## src/rtl/qcst_pkg.sv

```systemverilog
// Shared constants and types of the quadratic curve side test.
// No dependencies; used by qcst_wide_mul and the top level.
`default_nettype none

package qcst_pkg;

	localparam int COORD_BITS_DEF = 16;
	localparam int SIDE_BITS      = 2;
	localparam int CFG_IDX_BITS   = 3;
	localparam int OUT_DATA_BITS  = 8;

	// Configuration register indexes.
	localparam logic [CFG_IDX_BITS-1:0] CFG_START_X = 3'd0;
	localparam logic [CFG_IDX_BITS-1:0] CFG_START_Y = 3'd1;
	localparam logic [CFG_IDX_BITS-1:0] CFG_CTRL_X  = 3'd2;
	localparam logic [CFG_IDX_BITS-1:0] CFG_CTRL_Y  = 3'd3;
	localparam logic [CFG_IDX_BITS-1:0] CFG_END_X   = 3'd4;
	localparam logic [CFG_IDX_BITS-1:0] CFG_END_Y   = 3'd5;
	localparam logic [CFG_IDX_BITS-1:0] CFG_SIDE    = 3'd6;

	// Side sign codes.
	localparam logic [SIDE_BITS-1:0] SIDE_ZERO = 2'b00;
	localparam logic [SIDE_BITS-1:0] SIDE_POS  = 2'b01;

	// Load enables of the two register stages inside the wide multiplier.
	typedef struct packed {
		logic pp;
		logic sum;
	} mul_en_t;

endpackage

`default_nettype wire

```

## src/rtl/qcst_wide_mul.sv

```systemverilog
// Two-stage signed multiplier for operands too wide for a single multiplier.
// Depends on qcst_pkg (mul_en_t).
`default_nettype none

module qcst_wide_mul #(
	parameter int W = 37
) (
	input  logic                   clk,
	input  qcst_pkg::mul_en_t      en,
	input  logic signed [W-1:0]    a,
	input  logic signed [W-1:0]    b,
	output logic signed [2*W-1:0]  p
);
	import qcst_pkg::*;

	// Each operand is split into a signed upper half and an unsigned lower half.
	localparam int L  = (W + 1) / 2;
	localparam int H  = W - L;
	localparam int PW = 2 * W;

	logic signed [H-1:0]     ah;
	logic signed [H-1:0]     bh;
	logic        [L-1:0]     al;
	logic        [L-1:0]     bl;
	logic signed [2*H-1:0]   hh_d;
	logic signed [H+L:0]     hl_d;
	logic signed [H+L:0]     lh_d;
	logic        [2*L-1:0]   ll_d;
	logic signed [2*H-1:0]   hh_q;
	logic signed [H+L:0]     hl_q;
	logic signed [H+L:0]     lh_q;
	logic        [2*L-1:0]   ll_q;
	logic signed [PW-1:0]    sum_d;

	assign ah = a[W-1:L];
	assign bh = b[W-1:L];
	assign al = a[L-1:0];
	assign bl = b[L-1:0];

	always_comb begin
		hh_d = ah * bh;
		hl_d = ah * $signed({1'b0, bl});
		lh_d = $signed({1'b0, al}) * bh;
		ll_d = al * bl;
	end

	always_ff @(posedge clk) begin
		if (en.pp) begin
			hh_q <= hh_d;
			hl_q <= hl_d;
			lh_q <= lh_d;
			ll_q <= ll_d;
		end
	end

	assign sum_d = (PW'(hh_q) <<< (2 * L))
		+ ((PW'(hl_q) + PW'(lh_q)) <<< L)
		+ $signed(PW'(ll_q));

	always_ff @(posedge clk) begin
		if (en.sum) begin
			p <= sum_d;
		end
	end

endmodule

`default_nettype wire

```

## config.mk

```make
export PLATFORM = sky130hd
export DESIGN_NAME = qcst_wide_mul
export DESIGN_NICKNAME = d
export VERILOG_FILES = /design/src/rtl/qcst_pkg.sv /design/src/rtl/qcst_wide_mul.sv
export SDC_FILE = /design/constraint.sdc
export NUM_CORES = 2
export LEC_CHECK = 0
export BUFFER_PORTS_ARGS = -buffer_cell sky130_fd_sc_hd__buf_2
export CORE_ASPECT_RATIO = 0.75
export CORE_MARGIN = 2
export CORE_UTILIZATION = 65
export CTS_CLUSTER_DIAMETER = 100
export DETAILED_ROUTE_END_ITERATION = 16
export MAX_ROUTING_LAYER = met4
export PLACE_DENSITY = 0.82
export SLEW_MARGIN = 20
export SYNTH_ARGS = -nofsm -noshare
export SYNTH_HDL_FRONTEND = slang
export SYNTH_SLANG_ARGS = --single-unit
```

## constraint.sdc

```tcl
create_clock -name clk -period 19.22 [get_ports clk]
set_input_delay 0.961 -clock clk [delete_from_list [all_inputs] [get_ports clk]]
set_output_delay 0.961 -clock clk [all_outputs]
set_load 0.02 [all_outputs]
```

==> results by stage <==
Critical path:
- The number of cells on the worst reg-to-reg path is 21.
- The worst setup path is captured at a flip-flop.
- The largest individual stage delay along the critical path comes from the cell fa_1.
- The kind of critical path is in2reg.
- Data arrives at the worst endpoint at 7.76 ns.
- At the worst endpoint, the required time is 19.56 ns.
- For this run, the slowest stage of the critical path takes 0.55 ns.
- The internal reg-to-reg setup slack is 13.10 ns.
- The critical path goes through buf_2 > buf_4 > inv_1 > nor2_1 > fa_1 > inv_1 > fa_1 > fa_1 > fa_1 > inv_1 > fa_1 > inv_1 > fa_1 > inv_1 > ha_1 > o21ai_1 > a211oi_1 > nand4_1 > a21oi_1 > nor4_1 > o31ai_1 > nand3_1 > a21oi_1 > xnor2_1.
- The cell that appears most often on the critical path is fa_1.
- The terminus of the critical flop-to-flop path is p[62].
- The kind of start point of the critical path is an input pin.
- The source of the worst register-to-register timing path is hl_q[0].
- Along the worst path, the maximum fanout reaches 29.

Clocking:
- The number of H-tree branching levels is 1.
- TritonCTS built the clock tree.
- Post-CTS repair changed the size of 0 cells.
- The TritonCTS sink count is 224.
- The later pin in the worst-skew pair is clocked with a latency of ~0.60 ns.
- Clock tree synthesis inserted a total of 30 buffers.
- The cell chosen for the clock root is clkbuf_16.
- The number of buffers inserted by post-CTS setup repair is 0.
- After clock tree synthesis, the clock-pin slew on the worst setup and hold paths is 0.06 ns.
- The largest buffer count on any clock path is 3.
- Buffers inserted to repair hold after CTS numbered 0.

STA:
- The final total negative setup slack is 0 ns.
- The clock skew after layout is around 0.014 ns.
- The max-slew violation total from the final report is 0.
- The count of final hold-check violations is 0.
- Final hold analysis gives a worst-case slack of 0.420 ns.
- The top achievable clock speed is 135 MHz.
- Setup repair after global routing left no endpoint under its margin.
- The shortest clock period the worst path allows after layout is 7.43 ns.
- Setup violations remaining at the end of the flow were counted as 0.
- The slew at the pin closest to its max-slew limit is between 1 and 1.5 ns.
- In this run the tightest slew margin relative to its limit is 0.280.
- The period utilization is 0.386.

Min path:
- The hold-critical path depth is 0.
- The startpoint identified for the worst hold timing path is ll_q[9].
- The min-delay analysis places its worst path in the category reg2reg.
- The end point of the most critical hold path is p[9].

Yosys:
- For this run, the number of Yosys warnings is 0.
- The most used flip-flop cell after synthesis is edfxtp_1.
- The synthesized netlist contains 80 unique library cells.
- Each instance of the synthesized netlist takes up on average between 9 and 10 um^2.
- The number of nets produced by synthesis is 8189.
- The proportion of register bits with asynchronous set or reset after synthesis is 0.
- Summing every instance area after synthesis gives about 0.06 mm^2.
- Of the synthesized area, sequential elements account for 0.115.
- The number of synthesized flops with an enable pin is 224.
- Synthesis inferred 224 register bits.
- Synthesis handed over a netlist of 6371 instances.

Route:
- Once detail routing completed, the nets flagged for antenna violations numbered 0.
- The DRC violation count after routing is 0.
- Before antenna repair, the detailed router went through 6 iterations.
- The number of violations reported at the end of detailed-routing iteration 0 is about 4600.
- After detailed routing, the number of vias per cell comes to 5.77.
- For this block, the routed nets add up to roughly 150000 um of wire.
- The total via count in the routed design is between 40000 and 50000.
- The routed wire length per instance is approximately 21 um.

Placed design:
- At the end of routability-driven placement, the weighted congestion stood at 0.980.
- The instance area after placement is 0.0598 mm^2.
- The HPWL reported at the end of detailed placement is 120000 um.
- The count of input and output buffers is 150.

Run status:
- The flow ran to the end, and the final reports show no timing, DRC or antenna violations.

Die:
- The number of rows in the core area is 95.
- The initial utilization of the core area, before any placement, comes to 0.655.
- The number of top-level design ports is 151.
- The standard cell core area is 0.0894 mm^2.
- The die is approximately 350 um wide.
- The floorplan die height is 264 um.
- The die footprint is 0.0926 mm^2.

Global routing:
- Summed over all layers, the global routing overflow is 0.
- After global routing, the most crowded layer is met1.
- The number of global-route vias before repair is 45400.
- The maximum number of pins on one net before global-route repair is 78.
- For met1 alone, demand over resource in global routing was 0.521.
- The met3 capacity usage during global routing is 0.101.
- The met2 track demand over resource in global routing is 0.495.
- The wire length of the first global-routing pass is ~250000 um.
- The initial antenna violation count is 13.
- The total track usage is 0.357.

Flow run:
- The tool flagged a number of max-cap violations equal to 0.

Layout:
- Once layout is done, the placed cells without fillers occupy 0.0609 mm^2.
- From synthesis to final layout, the design area changed by 3.89%.
- Once layout is complete, the utilization of the core stands at 0.681.
- In the final layout, the share of cells above drive strength 1 is 0.0405.
- In the layout the commonest cells are inv_1 (1480), fa_1 (1163), nand2_1 (822).
- The most frequent standard cell in the layout excluding fill and tap cells is inv_1.
- The net count of the finished layout is 8073.
-- registers in the layout, indices dropped and copies added (netlist names) --
register  flops
p            74
hl_q         38
lh_q         38
ll_q         38
hh_q         36
-- metal layers --
metal,share of wire,up-vias
met4,0.024,0
met3,0.13,259
li1,-,19000
met5,0,-
met2,0.42,2465
met1,0.42,21600
-- critical path: cells and delay by family --
kind | cells | cell delay, ns
AO/OA/AOI/OAI | 5 | 1.57
XOR/XNOR | 1 | 0.10
adder cells (fa/ha/maj) | 7 | 3.26
buffers and inverters | 7 | 1.16
AND/OR/NAND/NOR | 4 | 0.66
-- logic make-up (layout without fill, tap and decap cells) --
group / after synthesis / count (layout) / share of synthesized area
buffers and inverters: 1804 / 1712 / 0.116
AOI/OAI and AO/OA: 604 / 604 / 0.0676
other: 0 / 10 / 0
DFF: 224 / 224 / 0.115
adders and majority gates: 1741 / 1741 / 0.521
and+or+nand+nor: 1792 / 1792 / 0.150
xor gates and xnor gates: 206 / 206 / 0.0308
-- worst max-delay path by stage --
stage	from	end	slack (ns)	cells after the start
after global placement	a[36]	hl_q[37]	11.48	24
final	a[36]	hl_q[37]	11.79	24
after global routing	a[36]	hl_q[37]	11.46	24
after floorplan	a[36]	hh_q[35]	12.30	23
after detailed placement	a[36]	hl_q[37]	11.31	24
after CTS	a[36]	hl_q[37]	11.93	24
-- cell type report --
type	count	area (um^2)
multi-input combinational	4343	45100
fill	6894	28500
sequential	224	6730
inverter	1481	5560
tap	1212	1520
timing repair buffer	175	947
clock buffer	34	787
clock inverter	22	221
antenna	10	25.0
-- stage by stage --
| stage | worst slack, ns | std cells |
|---|---|---|
| after floorplan | 12.30 | 6371 |
| after global placement | 11.48 | 7435 |
| after detailed placement | 11.31 | 7435 |
| after CTS | 11.93 | 7491 |
| after global routing | 11.46 | 7501 |
| final | 11.79 | 7501 |
-- cells in the mapped netlist, drive strengths merged (8+ instances only) --
master | count | area share
nand3 | 36 | 0.0032
o211ai | 11 | 0.0015
fa | 1163 | 0.40
nand2 | 823 | 0.053
o21a | 29 | 0.0037
inv | 1481 | 0.095
clkbuf | 317 | 0.020
a21o | 80 | 0.010
a41oi | 10 | 0.0016
a31o | 11 | 0.0016
and2 | 601 | 0.064
xor2 | 63 | 0.0094
ha | 578 | 0.12
a21oi | 193 | 0.017
a211oi | 31 | 0.0042
nor2b | 26 | 0.0028
or2 | 12 | 0.0013
nor2 | 136 | 0.0088
or3 | 8 | 0.00094
o31ai | 8 | 0.0010
nand4 | 30 | 0.0032
nand2b | 40 | 0.0043
and3 | 15 | 0.0016
edfxtp | 224 | 0.11
a31oi | 17 | 0.0018
xnor2 | 143 | 0.021
o21bai | 25 | 0.0032
o21ai | 114 | 0.0098
nor3 | 33 | 0.0028
Power is not shown: default switching activity piles up to over one toggle a cycle in this logic, so the estimate is an artifact.
